### config.mk
export PLATFORM = sky130hd
export DESIGN_NAME = attitude_frame_builder_crc8_flat
export DESIGN_NICKNAME = d
export VERILOG_FILES = /design/src/rtl/afb_pkg.sv /design/src/rtl/afb_in_if.sv /design/src/rtl/afb_out_if.sv /design/src/rtl/attitude_frame_builder_crc8.sv /design/src/rtl/afb_front.sv /design/src/rtl/afb_back.sv /design/src/flat_wrapper.sv
export SDC_FILE = /design/constraint.sdc
export NUM_CORES = 1
export LEC_CHECK = 0
export BUFFER_PORTS_ARGS = -buffer_cell sky130_fd_sc_hd__buf_2
export CAP_MARGIN = 25
export CORE_MARGIN = 2
export CORE_UTILIZATION = 53
export DETAILED_ROUTE_END_ITERATION = 10
export PLACE_DENSITY = 0.85
export SLEW_MARGIN = 40
export SYNTH_ARGS = -nofsm -noshare
export SYNTH_HDL_FRONTEND = slang
export SYNTH_SLANG_ARGS = --single-unit
### constraint.sdc
create_clock -name clk -period 6.6 [get_ports clk]
set_clock_uncertainty 0.1 [all_clocks]
set_input_delay 0.66 -clock clk [delete_from_list [all_inputs] [get_ports clk]]
set_output_delay 0.66 -clock clk [all_outputs]
set_load 0.03 [all_outputs]
### src/rtl/afb_pkg.sv
package afb_pkg;

  typedef logic [4:0] pos_t;

  typedef struct packed {
    logic [31:0] yaw_bits;
    logic [31:0] pitch_bits;
    logic [31:0] roll_bits;
  } payload_t;

  // Head of the queue as seen by the serializer.
  typedef struct packed {
    logic     valid;
    payload_t data;
  } queue_head_t;

  localparam logic [7:0] SYNC_FIRST  = 8'hAA;
  localparam logic [7:0] SYNC_SECOND = 8'h55;
  localparam logic [7:0] LEN_VALUE   = 8'd12;
  localparam logic [7:0] TYPE_VALUE  = 8'h02;
  localparam logic [7:0] CRC_POLY    = 8'h07;

  localparam pos_t POS_SYNC_FIRST   = 5'd0;
  localparam pos_t POS_SYNC_SECOND  = 5'd1;
  localparam pos_t POS_LEN          = 5'd2;
  localparam pos_t POS_TYPE         = 5'd3;
  localparam pos_t POS_PAYLOAD      = 5'd4;
  localparam pos_t POS_LAST_PAYLOAD = 5'd15;
  localparam pos_t POS_CRC          = 5'd16;

  // One byte through the MSB-first CRC-8 with polynomial 0x07.
  function automatic logic [7:0] crc8_update(logic [7:0] crc, logic [7:0] b);
    logic [7:0] c;
    c = crc ^ b;
    for (int k = 0; k < 8; k++) begin
      if (c[7]) begin
        c = {c[6:0], 1'b0} ^ CRC_POLY;
      end else begin
        c = {c[6:0], 1'b0};
      end
    end
    return c;
  endfunction

  // Frame byte at a header or payload position.
  function automatic logic [7:0] frame_byte_at(pos_t pos, payload_t p);
    logic [3:0] idx;
    logic [7:0] r;
    idx = 4'(pos - POS_PAYLOAD);
    unique case (pos)
      POS_SYNC_FIRST:  r = SYNC_FIRST;
      POS_SYNC_SECOND: r = SYNC_SECOND;
      POS_LEN:         r = LEN_VALUE;
      POS_TYPE:        r = TYPE_VALUE;
      default: begin
        if (pos > POS_LAST_PAYLOAD) begin
          r = 8'h00;
        end else begin
          r = p[{idx, 3'b000} +: 8];
        end
      end
    endcase
    return r;
  endfunction

endpackage

### src/rtl/afb_in_if.sv
interface afb_in_if;
  logic        valid;
  logic        ready;
  logic [31:0] roll_bits;
  logic [31:0] pitch_bits;
  logic [31:0] yaw_bits;

  modport source (output valid, output roll_bits, output pitch_bits, output yaw_bits,
                  input ready);
  modport sink (input valid, input roll_bits, input pitch_bits, input yaw_bits,
                output ready);
endinterface

### src/rtl/afb_out_if.sv
interface afb_out_if;
  logic       valid;
  logic       ready;
  logic [7:0] frame_byte;
  logic       last_byte;

  modport source (output valid, output frame_byte, output last_byte, input ready);
  modport sink (input valid, input frame_byte, input last_byte, output ready);
endinterface

### src/rtl/attitude_frame_builder_crc8.sv
// Attitude telemetry frame builder.
// The in_ch channel takes one transaction per attitude sample: the raw
// 32-bit patterns of roll, pitch and yaw. For every transaction the block
// sends a 17-byte frame on out_ch, one byte per transaction: 0xAA, 0x55,
// length 12, type 0x02, the three words least significant byte first, and
// a CRC-8 (polynomial 0x07, init 0) over the length, type and payload bytes.
// The final CRC byte carries last_byte high.
// Accepted samples wait in a small queue of QUEUE_DEPTH entries, so the
// input side keeps taking samples while a frame is still being sent.
// On an idle block the serializer loads an accepted sample from the queue
// and then registers the first frame byte. It sends one byte per cycle while
// out_ch.ready is high and, when the next sample is already queued, starts
// the next frame right after the CRC byte, so frames follow with no gap.
// When the receiver holds out_ch.ready low, the current byte stays on the
// port and the serializer waits; once the queue fills, in_ch.ready falls.
// Synchronous reset empties the queue, drops any frame in flight and
// clears the output valid.
module attitude_frame_builder_crc8 #(
  parameter int QUEUE_DEPTH = 2
) (
  input logic       clk,
  input logic       rst,
  afb_in_if.sink    in_ch,
  afb_out_if.source out_ch
);

  // Head of the sample queue and the serializer's request for it.
  afb_pkg::queue_head_t head;
  logic                 pop;

  // Front end: accepts samples and queues them.
  afb_front #(
    .DEPTH(QUEUE_DEPTH)
  ) u_front (
    .clk  (clk),
    .rst  (rst),
    .in_ch(in_ch),
    .head (head),
    .pop  (pop)
  );

  // Back end: walks the frame one byte per cycle while out_ch is not stalled and folds the CRC.
  afb_back u_back (
    .clk   (clk),
    .rst   (rst),
    .head  (head),
    .pop   (pop),
    .out_ch(out_ch)
  );

endmodule

### src/rtl/afb_front.sv
module afb_front #(
  parameter int DEPTH = 2
) (
  input  logic                 clk,
  input  logic                 rst,
  afb_in_if.sink               in_ch,
  output afb_pkg::queue_head_t head,
  input  logic                 pop
);

  localparam int PW = (DEPTH > 1) ? $clog2(DEPTH) : 1;
  localparam int CW = $clog2(DEPTH + 1);

  afb_pkg::payload_t mem [DEPTH];
  logic [PW-1:0] wr_ptr;
  logic [PW-1:0] rd_ptr;
  logic [CW-1:0] count;
  logic          push;
  logic          do_pop;

  assign in_ch.ready = (count != CW'(DEPTH));
  assign push        = in_ch.valid && in_ch.ready;
  assign do_pop      = pop && (count != '0);

  assign head.valid = (count != '0);
  assign head.data  = mem[rd_ptr];

  always_ff @(posedge clk) begin
    if (push) begin
      mem[wr_ptr] <= '{yaw_bits: in_ch.yaw_bits, pitch_bits: in_ch.pitch_bits,
                       roll_bits: in_ch.roll_bits};
    end
  end

  always_ff @(posedge clk) begin
    if (rst) begin
      wr_ptr <= '0;
      rd_ptr <= '0;
      count  <= '0;
    end else begin
      if (push) begin
        wr_ptr <= (wr_ptr == PW'(DEPTH - 1)) ? '0 : wr_ptr + 1'b1;
      end
      if (do_pop) begin
        rd_ptr <= (rd_ptr == PW'(DEPTH - 1)) ? '0 : rd_ptr + 1'b1;
      end
      if (push && !do_pop) begin
        count <= count + 1'b1;
      end else if (do_pop && !push) begin
        count <= count - 1'b1;
      end
    end
  end

endmodule

### src/rtl/afb_back.sv
module afb_back (
  input  logic                 clk,
  input  logic                 rst,
  input  afb_pkg::queue_head_t head,
  output logic                 pop,
  afb_out_if.source            out_ch
);

  logic              active;
  logic              active_next;
  afb_pkg::pos_t     pos;
  afb_pkg::pos_t     pos_next;
  logic [7:0]        crc;
  logic [7:0]        crc_next;
  afb_pkg::payload_t hold;
  afb_pkg::payload_t hold_next;
  logic              ovalid;
  logic              ovalid_next;
  logic [7:0]        obyte;
  logic [7:0]        obyte_next;
  logic              olast;
  logic              olast_next;
  logic              out_load;
  logic [7:0]        b;

  assign out_ch.valid      = ovalid;
  assign out_ch.frame_byte = obyte;
  assign out_ch.last_byte  = olast;
  assign out_load          = !ovalid || out_ch.ready;

  always_comb begin
    active_next = active;
    pos_next    = pos;
    crc_next    = crc;
    hold_next   = hold;
    ovalid_next = ovalid;
    obyte_next  = obyte;
    olast_next  = olast;
    pop         = 1'b0;
    b           = afb_pkg::frame_byte_at(pos, hold);

    if (out_load) begin
      ovalid_next = active;
    end

    if (active && out_load) begin
      if (pos == afb_pkg::POS_CRC) begin
        obyte_next = crc;
        olast_next = 1'b1;
        if (head.valid) begin
          pop       = 1'b1;
          hold_next = head.data;
          pos_next  = afb_pkg::POS_SYNC_FIRST;
          crc_next  = 8'h00;
        end else begin
          active_next = 1'b0;
        end
      end else begin
        obyte_next = b;
        olast_next = 1'b0;
        if (pos >= afb_pkg::POS_LEN) begin
          crc_next = afb_pkg::crc8_update(crc, b);
        end
        pos_next = pos + 1'b1;
      end
    end else if (!active && head.valid) begin
      pop         = 1'b1;
      hold_next   = head.data;
      active_next = 1'b1;
      pos_next    = afb_pkg::POS_SYNC_FIRST;
      crc_next    = 8'h00;
    end
  end

  always_ff @(posedge clk) begin
    hold  <= hold_next;
    obyte <= obyte_next;
    olast <= olast_next;
  end

  always_ff @(posedge clk) begin
    if (rst) begin
      active <= 1'b0;
      pos    <= '0;
      crc    <= 8'h00;
      ovalid <= 1'b0;
    end else begin
      active <= active_next;
      pos    <= pos_next;
      crc    <= crc_next;
      ovalid <= ovalid_next;
    end
  end

endmodule
### src/flat_wrapper.sv
// flat-port wrapper written by rule: the top's interface ports become plain ports
module attitude_frame_builder_crc8_flat 
#(
  parameter int QUEUE_DEPTH = 2
)
  (clk, rst, in_ch_valid, in_ch_roll_bits, in_ch_pitch_bits, in_ch_yaw_bits, in_ch_ready, out_ch_valid, out_ch_frame_byte, out_ch_last_byte, out_ch_ready);
  afb_in_if in_ch_i ();
  afb_out_if out_ch_i ();
  input logic clk;
  input logic rst;
  input wire logic [$bits(in_ch_i.valid)-1:0] in_ch_valid;
  input wire logic [$bits(in_ch_i.roll_bits)-1:0] in_ch_roll_bits;
  input wire logic [$bits(in_ch_i.pitch_bits)-1:0] in_ch_pitch_bits;
  input wire logic [$bits(in_ch_i.yaw_bits)-1:0] in_ch_yaw_bits;
  output wire logic [$bits(in_ch_i.ready)-1:0] in_ch_ready;
  output wire logic [$bits(out_ch_i.valid)-1:0] out_ch_valid;
  output wire logic [$bits(out_ch_i.frame_byte)-1:0] out_ch_frame_byte;
  output wire logic [$bits(out_ch_i.last_byte)-1:0] out_ch_last_byte;
  input wire logic [$bits(out_ch_i.ready)-1:0] out_ch_ready;
  assign in_ch_i.valid = in_ch_valid;
  assign in_ch_i.roll_bits = in_ch_roll_bits;
  assign in_ch_i.pitch_bits = in_ch_pitch_bits;
  assign in_ch_i.yaw_bits = in_ch_yaw_bits;
  assign in_ch_ready = in_ch_i.ready;
  assign out_ch_valid = out_ch_i.valid;
  assign out_ch_frame_byte = out_ch_i.frame_byte;
  assign out_ch_last_byte = out_ch_i.last_byte;
  assign out_ch_i.ready = out_ch_ready;
  attitude_frame_builder_crc8 #(.QUEUE_DEPTH(QUEUE_DEPTH)) u_core (.clk(clk), .rst(rst), .in_ch(in_ch_i), .out_ch(out_ch_i));
endmodule
# Yosys cells after proc, flatten, opt, wreduce, memory -nomap -nowiden

Memories as Yosys holds them, arrays and structs flattened. A register that Yosys moved wholly into a read port is not among the register bits.
Cells that the tools add are included.

Memories: 1
Flip-flop bits (word level): 124
Bits in writable memories: 192
Output and inout bits: 11

Memories:

| memory             | words | width | read ports | clocked after Yosys merged registers in | wr ports | RTL line        | text |
|---|---|---|---|---|---|---|---|
| u_core.u_front.mem | 2     | 96    | 1          | 1                                       | 1        | afb_front.sv:14 | `afb_pkg::payload_t mem [DEPTH];` |

Add/subtract/negate cells: 6
Bitwise operators: 9
Shift operators: 1
Mux-type cells: 62
$lt $le $gt $ge: 2
Equal/unequal tests: 10
Reduce and logical (&&, ||, !) cells: 19

Operators by type and width:

| operator            | number |
|---|---|
| $mux 96             | 4 |
| $mux 8              | 28 |
| $shiftx 96x8->8     | 1 |
| $pmux 8 s4          | 1 |
| $mux 3              | 8 |
| $not 3->3           | 8 |
| $mux 5              | 4 |
| $mux 1              | 15 |
| $eq 5x2->1 const B  | 2 |
| $reduce_and 3->1    | 3 |
| $xor 8x8->8         | 1 |
| $logic_and 1x1->1   | 6 |
| $ne 2x2->1 const B  | 3 |
| $reduce_bool 2->1   | 3 |
| $add 5x1->5 const B | 1 |
| $eq 5x1->1 const B  | 1 |
| $eq 5x5->1 const B  | 1 |
| $ge 5x2->1 const B  | 1 |
| $gt 5x4->1 const B  | 1 |
| $logic_not 5->1     | 1 |
| $logic_not 1->1     | 4 |
| $mux 2              | 2 |
| $sub 4x3->4 const B | 1 |
| $ne 3x1->1 const B  | 1 |
| 7 further kinds     | 8 |

# Longest topological paths before layout

Gate-level depths: netlist of run 1.

Depth after elaboration: 45
Gate-level depth with buffers: 13

# Hierarchy

Synthesis of run 1 repeated with hierarchy kept, for this count alone.

Cell total of the unflattened synthesis: 672
Area total of the unflattened synthesis: 12,682.2 um2

By module, submodules not included:

| module    | cells each | area each (um2) | instances |
|---|---|---|---|
| afb_front | 323        | 7,350.8         | 1 |
| afb_back  | 349        | 5,331.4         | 1 |

# Worst setup path after synthesis of run 1

No wires, ideal clock.

Path type: register -> register
Start: reg u_core.u_back.pos[1]
End: reg u_core.u_front.count[1]
Period minus slack after synthesis: 7.145 ns
Setup time: 0.071 ns
Path buffers: 3
Stages on the path, launching flop included: 13
Arrival time: 6.974 ns
Slack: -0.545 ns
Cells stage by stage: dfxtp_1 > buf_6 > buf_4 > buf_4 > inv_1 > ha_1 > nand3_1 > o21a_1 > nor2_1 > inv_1 > ha_1 > or3_1 > a21oi_1

Longest elaborated chain between the ends: 7

Ends and longest elaborated chain:

| element                                     | RTL line        | text |
|---|---|---|
| from (decl)                                 | afb_back.sv:11  | `afb_pkg::pos_t pos;` |
| from (signal assigned)                      | afb_back.sv:89  | `pos <= pos_next;` |
| $eq 5x5->1 *                                | afb_back.sv:47  | `if (pos == afb_pkg::POS_CRC) begin` |
| $mux 1 *                                    | afb_back.sv:47  |  |
| $mux 1 *                                    | afb_back.sv:46  | `if (active && out_load) begin` |
| $logic_and 1x1->1 *                         | afb_front.sv:23 | `assign do_pop = pop && (count != '0);` |
| $logic_not 1->1                             | afb_front.sv:47 | `if (push && !do_pop) begin` |
| $logic_and 1x1->1                           | afb_front.sv:47 |  |
| $mux 2 or $reduce_bool 2->1 (tied branches) | --              |  |
| to (signal assigned)                        | afb_front.sv:48 | `count <= count + 1'b1;` |
| to (signal assigned)                        | afb_front.sv:50 | `count <= count - 1'b1;` |
| to (decl)                                   | afb_front.sv:17 | `logic [CW-1:0] count;` |

Mark *: on every way between the ends. The rest lies on a longest branch, timed or not.
A chain may end at the register's enable or synchronous reset.

# Worst setup path in the final report of run 1

Start: reg u_core.u_back.pos[1]
End: reg u_core.u_back.crc[1]

Longest elaborated chain between the ends: 34

Ends and longest elaborated chain:

| element                                       | RTL line                       | text |
|---|---|---|
| $sub 4x3->4                                   | afb_pkg.sv:49                  | `idx = 4'(pos - POS_PAYLOAD);` |
| $shiftx 96x8->8                               | afb_pkg.sv:59                  | `r = p[{idx, 3'b000} +: 8];` |
| $mux 8                                        | afb_pkg.sv:56                  | `if (pos > POS_LAST_PAYLOAD) begin` |
| $pmux 8 s4                                    | afb_pkg.sv:50                  | `unique case (pos)` |
| $xor 8x8->8                                   | afb_pkg.sv:34                  | `c = crc ^ b;` |
| $not 3->3 (no line)                           | --                             |  |
| $mux 3                                        | afb_pkg.sv:36                  | `if (c[7]) begin` |
| $mux 8                                        | afb_back.sv:61                 | `if (pos >= afb_pkg::POS_LEN) begin` |
| (+18 left out)                                | --                             |  |
| $mux 8 (on tied branches)                     | afb_back.sv:61, afb_back.sv:46 |  |
| $mux 8 (on tied branches)                     | afb_back.sv:47, afb_back.sv:61 |  |
| $mux 8 (on tied branches)                     | afb_back.sv:46, afb_back.sv:47 |  |
| $not 3->3 (no line) or $mux 8 (tied branches) | --                             |  |
| $mux 3                                        | afb_pkg.sv:36                  |  |
| $mux 8                                        | afb_back.sv:61                 |  |
| $mux 8                                        | afb_back.sv:47                 |  |
| $mux 8                                        | afb_back.sv:46                 |  |
| to (signal assigned)                          | afb_back.sv:90                 | `crc <= crc_next;` |
| to (decl)                                     | afb_back.sv:13                 | `logic [7:0] crc;` |

Parallel ways exist; a longest one is shown, timed or not. The select of a mux whose other input is x is not followed.

==> results of run 1 <==
[how the worst min path moves through the flow]
stage	start	end	slack, ns	cells after the start
3_3_place_gp	u_core.u_back.crc[1]	u_core.u_back.crc[1]	0.38	2
6_report	in_ch_pitch_bits[31]	u_core.u_front.mem[1][63]	0.19	1
5_1_grt	in_ch_roll_bits[26]	u_core.u_front.mem[1][26]	0.18	1
2_1_floorplan	u_core.u_back.crc[0]	u_core.u_back.crc[0]	0.37	2
3_5_place_dp	u_core.u_back.crc[1]	u_core.u_back.crc[1]	0.39	2
4_1_cts	in_ch_pitch_bits[31]	u_core.u_front.mem[1][63]	0.18	1
[cell families after synthesis]
logic type	after synthesis	synth area share
buf+inv	39	0.01517
compound gates	60	0.03377
simple gates	74	0.03013
xor+xnor	27	0.02417
fa+ha+maj	8	0.008089
flops	317	0.7531
mux	131	0.1356
[power breakdown]
group	switching [uW]	internal, uW	total, uW
logic	696	528	1220
clock network	688	987	1680
registers	161	2810	2970
total	1540	4330	5870
[through the flow]
step / power (uW) / instance area (um^2)
after floorplan: 3902 / 12380
after global placement: 4179 / 13260
after detailed placement: 4225 / 13260
after CTS: 5901 / 14240
after global routing: 6129 / 14270
final: 5874 / 14270
[registers in the layout, summed over array words and instances, names as in the netlist, named ones only]
register,flops
u_core.u_back.hold,96
u_core.u_front.rd_ptr,1
u_core.u_front.count,2
u_core.u_front.mem,192
u_core.u_back.out_ch.last_byte,1
u_core.u_back.out_ch.frame_byte,8
u_core.u_back.pos,5
u_core.u_back.crc,8
u_core.u_front.wr_ptr,1
u_core.u_back.out_ch.valid,1
u_core.u_back.active,1
[layout make-up]
| class | instances | area [um^2] | share of cell area |
|---|---|---|---|
| Multi-Input combinational cell | 300 | 2888 | 0.2023 |
| Clock inverter | 12 | 108.9 | 0.007626 |
| Antenna cell | 1 | 2.502 | 0.0001753 |
| Clock buffer | 46 | 872.1 | 0.06109 |
| Inverter | 14 | 52.55 | 0.003681 |
| Timing Repair Buffer | 118 | 631.9 | 0.04426 |
| Tap cell | 313 | 391.6 | 0.02743 |
| Sequential cell | 317 | 9328 | 0.6534 |
[worst max-delay path, stage by stage (launching register included)]
cell and delay (ns):
sky130_fd_sc_hd__dfxtp_4 0.73, sky130_fd_sc_hd__inv_1 0.22, sky130_fd_sc_hd__ha_1 0.33, sky130_fd_sc_hd__nor4_2 0.34
sky130_fd_sc_hd__o22ai_1 0.19, sky130_fd_sc_hd__nor3_1 0.53, sky130_fd_sc_hd__xnor2_1 0.19, sky130_fd_sc_hd__xnor3_1 0.28
sky130_fd_sc_hd__xor2_1 0.17, sky130_fd_sc_hd__or4_1 0.39, sky130_fd_sc_hd__o21ai_1 0.08
[cells in the mapped netlist (2+ instances only)]
cell type                  number
sky130_fd_sc_hd__xnor3_1        4
sky130_fd_sc_hd__nand4_1        2
sky130_fd_sc_hd__nor2_1        27
sky130_fd_sc_hd__edfxtp_1     297
sky130_fd_sc_hd__o22ai_1        8
sky130_fd_sc_hd__mux4_1         7
sky130_fd_sc_hd__inv_1         12
sky130_fd_sc_hd__dfxtp_1       20
sky130_fd_sc_hd__a22o_1         3
sky130_fd_sc_hd__mux2i_1       12
sky130_fd_sc_hd__o21a_1         2
sky130_fd_sc_hd__nand3_1        5
sky130_fd_sc_hd__nor2b_1        2
sky130_fd_sc_hd__nand2_1       14
sky130_fd_sc_hd__a21oi_1       15
sky130_fd_sc_hd__and2_1         5
sky130_fd_sc_hd__ha_1           8
sky130_fd_sc_hd__buf_4          4
sky130_fd_sc_hd__mux4_2        10
sky130_fd_sc_hd__o221ai_1       3
sky130_fd_sc_hd__nand2b_1       5
sky130_fd_sc_hd__o21ai_1        3
sky130_fd_sc_hd__xor2_1         6
sky130_fd_sc_hd__mux2_2       102
sky130_fd_sc_hd__nor3_1         4
sky130_fd_sc_hd__buf_2          2
sky130_fd_sc_hd__a22oi_1        2
sky130_fd_sc_hd__o21ai_0        7
sky130_fd_sc_hd__xnor2_1       16
sky130_fd_sc_hd__clkinv_1       2
sky130_fd_sc_hd__clkbuf_1      17
[routing by layer]
layer	track usage	share of wire
met1	0.2371	0.42
met2	0.3016	0.51
met3	0.03268	0.053
met4	0.04456	0.020
met5	0	0
==> impl_summary.log, run 1 <==
[metrics] post-CTS setup buffer count: 0
[metrics] cts repair resizes: 0
[metrics] outcome: complete, no violations
[metrics] Hold WS: 0.1950 ns
[metrics] htree depth: 1
[metrics] share of layout cells above drive strength 1: 0.3569
[metrics] average vias per placed instance: 5.389
[metrics] area delta synth->final: 15.36%
[metrics] die extent in y: 156.8 um
[metrics] post-place setup slack: 2.811 ns
[metrics] number of input and output port buffers inserted: 110
[metrics] maximum number of pins on one net before global-route repair: 66
[metrics] number of cells on the worst reg-to-reg path: 10
[metrics] sequential share of the synthesized area: 0.7531
[metrics] Core Region: 0.02278 mm^2
[metrics] clock tree root buffer cell: sky130_fd_sc_hd__clkbuf_16
[metrics] number of hold violations in the final report: 0
[metrics] initial cell density of the core: 0.5433
[metrics] Overflow after GRT: 0
[metrics] post-detailed-route count of antenna-violating nets: 0
[metrics] die width: 156.8 um
[metrics] type of element capturing the critical path: flop
[metrics] estimated wirelength of the detail-placed design: 13560 um
[metrics] count of yosys warnings during synthesis: 0
[metrics] post-DR wirelength/cell: 19.20 um
[metrics] register bit count reported by yosys: 317
[metrics] Bufs on Longest Clock Path: 3
[metrics] required time of the critical path: 6.98 ns
[metrics] commonest cells after routing, fill and taps aside: sky130_fd_sc_hd__edfxtp_1, sky130_fd_sc_hd__buf_2, sky130_fd_sc_hd__mux2_2
[metrics] Post-Syn Nets: 764
[metrics] CP endpoint: u_core.u_back.crc[1]
[metrics] reg2reg start: u_core.u_back.pos[1]
[metrics] mean post-synth cell area: 18.86 um^2
[metrics] power per standard cell area: 411.5 mW/mm^2
[metrics] most frequently used flop master after synthesis: sky130_fd_sc_hd__edfxtp_1
[metrics] fill cell instance count of the final layout: 1567
[metrics] max frequency: 0.2752 GHz
[metrics] aggregate negative setup slack: 0 ns
[metrics] Worst Path Max Fanout: 36
[metrics] DR DRC count: 0
[metrics] worst hold-check path type: in2reg
[metrics] Layout Nets: 890
[metrics] Clk Latency, worst-skew pair: 0.55 ns
[metrics] cell type with the highest aggregate area in the netlist: sky130_fd_sc_hd__edfxtp_1
[metrics] Synth top area share: 0.7207
[metrics] number of cells produced by synthesis: 656
[metrics] vias: 6041
[metrics] Worst Setup Start Kind: flop
[metrics] Final period util: 0.5506
[metrics] actual slew at the worst max-slew pin: 0.7378 ns
[metrics] number of global-route vias before repair: 6153
[metrics] ranking of synthesized cells by area: sky130_fd_sc_hd__edfxtp_1, sky130_fd_sc_hd__mux2_2, sky130_fd_sc_hd__dfxtp_1
[metrics] post-synthesis async set-or-reset flop share: 0
[metrics] RSZ-0062 raised after global routing: false
[metrics] count of placed standard cells in the final layout, fillers left out: 1121
[metrics] DRT iter0 DRCs: 465
[metrics] final worst path period need: 3.634 ns
[metrics] number of flops mapped to enable cells by yosys: 297
[metrics] overall track demand over capacity in global routing: 0.1768
[metrics] clock-pin slew of the registers on the worst-case setup and hold paths: 0.06 ns
[metrics] count of endpoints failing setup in the final report: 0
[metrics] worst setup path class: reg2reg
[metrics] leading cell type in the layout, fill and taps excluded: sky130_fd_sc_hd__edfxtp_1
[metrics] cts bufs inserted: 31
[metrics] Worst Setup SP: u_core.u_back.pos[1]
[metrics] capturing point of the worst reg2reg path: u_core.u_back.crc[1]
[metrics] max-slew violation total from the final report: 0
[metrics] Sink Count: 317
[metrics] hold bufs inserted after CTS: 0
[metrics] number of violations of the max-capacitance limit: 0
[metrics] global-route wire length before repair: 33130 um
[metrics] CP arrival: 4.02 ns
[metrics] clock tree from TritonCTS: done
[metrics] standby leakage power: 0.004915 uW
[metrics] initial antenna violation count: 1
[metrics] worst IR drop on VDD: 0.0003122 V
[metrics] number of top-level pins: 111
[metrics] post-synthesis cell type count: 61
[metrics] end-of-flow core utilization: 0.6267
[metrics] routed wire length: 21520 um
[metrics] r2r setup slk: 2.97 ns
[metrics] final RePlAce weighted congestion: 0.8524
[metrics] standard-cell row count: 55
[metrics] Cell Count Post-Placement: 1061
[metrics] combined area of all synthesized cells: 0.01237 mm^2
[metrics] worst rel slew slack: 0.5081
[metrics] number of search-and-repair iterations in the first detailed-routing pass: 4
[metrics] setup slack after layout: 2.966 ns
[metrics] die area: 0.02459 mm^2
(Power assumes the default switching activity.)
==> inputs of run 2 (changes only) <==
--- a/config.mk
+++ b/config.mk
@@ -5,6 +5,7 @@
 export SDC_FILE = /design/constraint.sdc
 export NUM_CORES = 1
 export LEC_CHECK = 0
+export ABC_AREA = 1
 export BUFFER_PORTS_ARGS = -buffer_cell sky130_fd_sc_hd__buf_2
 export CAP_MARGIN = 25
 export CORE_MARGIN = 2
==> constraint.sdc (replaced) <==
create_clock -name clk -period 3.14 [get_ports clk]
set_clock_uncertainty 0.1 [all_clocks]
set_input_delay 0.314 -clock clk [delete_from_list [all_inputs] [get_ports clk]]
set_output_delay 0.314 -clock clk [all_outputs]
set_load 0.03 [all_outputs]
==> impl_summary.log, run 2 <==
[metrics] cts bufs inserted: 31 (unchanged)
[metrics] clock-pin slew of the registers on the worst-case setup and hold paths: 0.07 ns (about the same)
[metrics] area delta synth->final: 24.91%
[metrics] standby leakage power: 0.005849 uW (+19%)
[metrics] capturing point of the worst reg2reg path: u_core.u_back.crc[2]
[metrics] post-place setup slack: 0.3686 ns (-2.442 ns)
[metrics] CP arrival: 3.27 ns (-0.75 ns)
[metrics] area of the multi-input gates: 0.002944 mm^2 (+1.9%)
[metrics] sequential share of the synthesized area: 0.7442 (-0.008879)
[metrics] setup slack after layout: 0.2566 ns (-2.709 ns)
[metrics] most frequently used cell type in the post-synthesis netlist: sky130_fd_sc_hd__edfxtp_1
[metrics] mean post-synth cell area: 14.21 um^2 (-25%)
[metrics] routed wire length: 28240 um (+31%)
[metrics] largest family of logic cells by synthesized area: simple AND/OR/NAND/NOR gates
[metrics] leading cell type in the layout, fill and taps excluded: sky130_fd_sc_hd__edfxtp_1
[metrics] vias: 7853 (+30%)
[metrics] number of hold violations in the final report: 0 (unchanged)
[metrics] worst IR drop on VDD: 0.0005029 V (+61%)
[metrics] initial cell density of the core: 0.5367 (-0.006578)
[metrics] reg2reg start: u_core.u_back.pos[1]
[metrics] Cell Count Post-Placement: 1289 (+21%)
[metrics] number of search-and-repair iterations in the first detailed-routing pass: 5 (+1)
[metrics] launch point of the worst hold path: in_ch_valid
[metrics] clock tree root buffer cell: sky130_fd_sc_hd__clkbuf_16
[metrics] CP cell instances: inv_2 > ha_4 > o21ai_2 > nand2_1 > nor2_2 > nand3_1 > nand2_1 > nand2_1 > nand2_1 > nand2_1 > nand3_1 > nand2_1 > nand2_1 > nand3_1 > a21oi_1
[metrics] final RePlAce weighted congestion: 0.8669 (+1.7%)
[metrics] estimated wirelength of the detail-placed design: 15440 um (+14%)
[metrics] power per standard cell area: 962.9 mW/mm^2 (+130%)
[metrics] number of top-level pins: 111 (unchanged)
[metrics] max frequency: 0.3468 GHz (+26%)
[metrics] number of global-route vias before repair: 7925 (+29%)
[metrics] simple-gate share of the synthesized area: 0.1098 (+0.07968)
[metrics] Synth top area share: 0.7122 (-0.008498)
[metrics] number of flops mapped to enable cells by yosys: 297 (unchanged)
[metrics] worst hold-check path type: in2reg
[metrics] leading registers by flop count: u_core.u_front.mem (192), u_core.u_back.hold (96)
[metrics] r2r setup slk: 0.26 ns (-2.71 ns)
[metrics] most frequently used flop master after synthesis: sky130_fd_sc_hd__edfxtp_1
[metrics] max-slew violation total from the final report: 0 (unchanged)
[metrics] DR DRC count: 0 (unchanged)
[metrics] fill cell instance count of the final layout: 1469 (-6.3%)
[metrics] kind of cell adding the most delay to the critical path: simple AND/OR/NAND/NOR gates
[metrics] global-route wire length before repair: 43330 um (+31%)
[metrics] type of element capturing the critical path: flop
[metrics] multiplexer fraction of the synthesized cell area: 0.08633 (-0.04926)
[metrics] post-synthesis async set-or-reset flop share: 0 (unchanged)
[metrics] clock tree from TritonCTS: done
[metrics] Overflow after GRT: 0 (unchanged)
[metrics] die area: 0.02487 mm^2 (+1.2%)
[metrics] cts repair resizes: 0 (unchanged)
[metrics] initial antenna violation count: 1 (unchanged)
[metrics] post-DR wirelength/cell: 19.51 um (+1.7%)
[metrics] Final period util: 0.9183 (+0.3677)
[metrics] worst min-delay path endpoint: u_core.u_front.wr_ptr
[metrics] total area of sequential cells: 0.009328 mm^2 (unchanged)
[metrics] Post-Syn Nets: 989 (+29%)
[metrics] crit-path most repeated cell: sky130_fd_sc_hd__nand2_1
[metrics] Worst Path Max Fanout: 17 (-53%)
[metrics] DRT iter0 DRCs: 889 (+91%)
[metrics] actual slew at the worst max-slew pin: 0.7174 ns (-0.02042 ns)
[metrics] commonest cells after routing, fill and taps aside: sky130_fd_sc_hd__edfxtp_1, sky130_fd_sc_hd__nand2_1, sky130_fd_sc_hd__buf_2
[metrics] number of violations of the max-capacitance limit: 0 (unchanged)
[metrics] die width: 157.7 um (+0.58%)
[metrics] hold bufs inserted after CTS: 99 (+99)
[metrics] cell type with the highest aggregate area in the netlist: sky130_fd_sc_hd__edfxtp_1
[metrics] outcome: complete, no violations
[metrics] post-synthesis cell type count: 25 (-59%)
[metrics] Worst Setup Start Kind: flop
[metrics] post-synthesis compound-gate area fraction: 0.02488 (-0.008891)
[metrics] ranking of synthesized cells by area: sky130_fd_sc_hd__edfxtp_1, sky130_fd_sc_hd__mux2_2, sky130_fd_sc_hd__nand2_1
[metrics] XOR/XNOR Fraction of Synth Area: 0 (-0.02417)
[metrics] number of cells produced by synthesis: 881 (+34%)
[metrics] Bufs on Longest Clock Path: 3 (unchanged)
[metrics] RSZ-0062 raised after global routing: false
[metrics] final worst path period need: 2.883 ns (-0.7507 ns)
[metrics] count of yosys warnings during synthesis: 0 (unchanged)
[metrics] average vias per placed instance: 5.427 (+0.71%)
[metrics] Clk Latency, worst-skew pair: 0.56 ns (about the same)
[metrics] number of input and output port buffers inserted: 110 (unchanged)
[metrics] buffers and inverters on the worst path: 1 (unchanged)
[metrics] combined area of all synthesized cells: 0.01252 mm^2 (+1.2%)
[metrics] area share of fa/ha/maj cells after synthesis: 0.007994 (-0.00009537)
[metrics] htree depth: 1 (unchanged)
[metrics] Max stage delay on crit path: 0.56 ns (-0.17 ns)
[metrics] count of placed standard cells in the final layout, fillers left out: 1447 (+29%)
[metrics] number of instances on the worst hold path: 5 (+4)
[metrics] die extent in y: 157.7 um (+0.58%)
[metrics] overall track demand over capacity in global routing: 0.2295 (+0.05268)
[metrics] most common library cells after synthesis: sky130_fd_sc_hd__edfxtp_1, sky130_fd_sc_hd__nand2_1, sky130_fd_sc_hd__nand3_1
[metrics] worst setup path class: reg2reg
[metrics] flip-flop count of the largest register after layout: 192 (unchanged)
[metrics] Sink Count: 317 (unchanged)
[metrics] post-detailed-route count of antenna-violating nets: 0 (unchanged)
[metrics] standard-cell row count: 56 (+1.8%)
[metrics] cell type of the slowest stage on the worst timing path: sky130_fd_sc_hd__dfxtp_2
[metrics] Most flops, register: u_core.u_front.mem
[metrics] PnR Total Power: 15060 uW (+160%)
[metrics] share of layout cells above drive strength 1: 0.2653 (-0.09157)
[metrics] Core Region: 0.02333 mm^2 (+2.4%)
[metrics] Layout Nets: 1210 (+36%)
[metrics] post-CTS setup buffer count: 0 (unchanged)
[metrics] worst rel slew slack: 0.5201 (+0.01198)
[metrics] count of endpoints failing setup in the final report: 0 (unchanged)
[metrics] maximum number of pins on one net before global-route repair: 98 (+48%)
[metrics] number of cells on the worst reg-to-reg path: 15 (+5)
[metrics] register bit count reported by yosys: 317 (unchanged)
[metrics] required time of the critical path: 3.53 ns (-3.45 ns)
-- run 2: cell count changes after synthesis, moves of 7 or more --
cell,previous run,this run
sky130_fd_sc_hd__buf_2,2,10
sky130_fd_sc_hd__xnor2_1,16,0
sky130_fd_sc_hd__mux4_1,7,0
sky130_fd_sc_hd__o21ai_0,7,20
sky130_fd_sc_hd__nand2_1,14,198
sky130_fd_sc_hd__a21oi_1,15,22
sky130_fd_sc_hd__nand3_1,5,99
sky130_fd_sc_hd__inv_2,0,7
sky130_fd_sc_hd__mux4_2,10,0
sky130_fd_sc_hd__mux2i_1,12,0
sky130_fd_sc_hd__inv_1,12,40
-- run 2: final cells by class --
type / instances / area share
Inverter: 47 / 0.01144
Multi-Input combinational cell: 485 / 0.1882
Clock inverter: 26 / 0.02080
Antenna cell: 1 / 0.0001600
Clock buffer: 32 / 0.05048
Timing Repair Buffer: 220 / 0.1070
Tap cell: 319 / 0.02552
Sequential cell: 317 / 0.5964
-- run 2: kinds of logic (layout without fill, tap and decap cells) --
logic type	after synthesis	after routing
other	0	1
AO/OA/AOI/OAI	54	54
flip-flops	317	317
AND/OR/NAND/NOR	327	327
multiplexers	96	96
buffers and inverters	79	325
adder cells (fa/ha/maj)	8	8
-- run 2: per-layer routing --
metal	routed length [um]	track usage	up-vias
met1	11100	0.2921	3824
met3	1568	0.02765	53
li1	-	-	3624
met2	14850	0.4157	352
met4	719	0.06407	0
met5	0	0	-
-- run 2: power by group --
part / switching, uW / total (uW) / internal, uW / leakage, uW
Combinational: 2770 / 4270 / 1500 / 0.00233
Sequential: 546 / 6770 / 6220 / 0.00297
Clock: 1610 / 4030 / 2410 / 0.000548
-- run 2: worst register-to-register path, stage by stage (launching register included) --
cell and delay, ns:
sky130_fd_sc_hd__dfxtp_2 0.56, sky130_fd_sc_hd__inv_2 0.20, sky130_fd_sc_hd__ha_4 0.22, sky130_fd_sc_hd__o21ai_2 0.22
sky130_fd_sc_hd__nand2_1 0.10, sky130_fd_sc_hd__nor2_2 0.27, sky130_fd_sc_hd__nand3_1 0.20, sky130_fd_sc_hd__nand2_1 0.14
sky130_fd_sc_hd__nand2_1 0.07, sky130_fd_sc_hd__nand2_1 0.14, sky130_fd_sc_hd__nand2_1 0.11, sky130_fd_sc_hd__nand3_1 0.09
sky130_fd_sc_hd__nand2_1 0.10, sky130_fd_sc_hd__nand2_1 0.09, sky130_fd_sc_hd__nand3_1 0.07, sky130_fd_sc_hd__a21oi_1 0.14
-- run 2: through the flow --
stage               hold slack [ns]  cell area (um^2)  setup TNS (ns)    util
floorplan                    0.3129             12630          -25.46       -
global placement             0.3272             13530               0  0.5800
detailed placement           0.3521             13530               0  0.5800
CTS                          0.2328             15640               0  0.6703
global route                 0.2939             15640               0  0.6704
finish                       0.2540             15640               0  0.6704
-- run 2: worst max path at each step --
stage,start,cells after the start,endpoint
after floorplan,u_core.u_back.pos[0],17,u_core.u_front.count[1]
after global placement,u_core.u_back.pos[0],16,u_core.u_back.crc[1]
after detailed placement,u_core.u_back.pos[1],15,u_core.u_back.crc[2]
after CTS,u_core.u_back.pos[1],15,u_core.u_back.crc[2]
after global routing,u_core.u_back.pos[1],15,u_core.u_back.crc[2]
final,u_core.u_back.pos[1],15,u_core.u_back.crc[2]
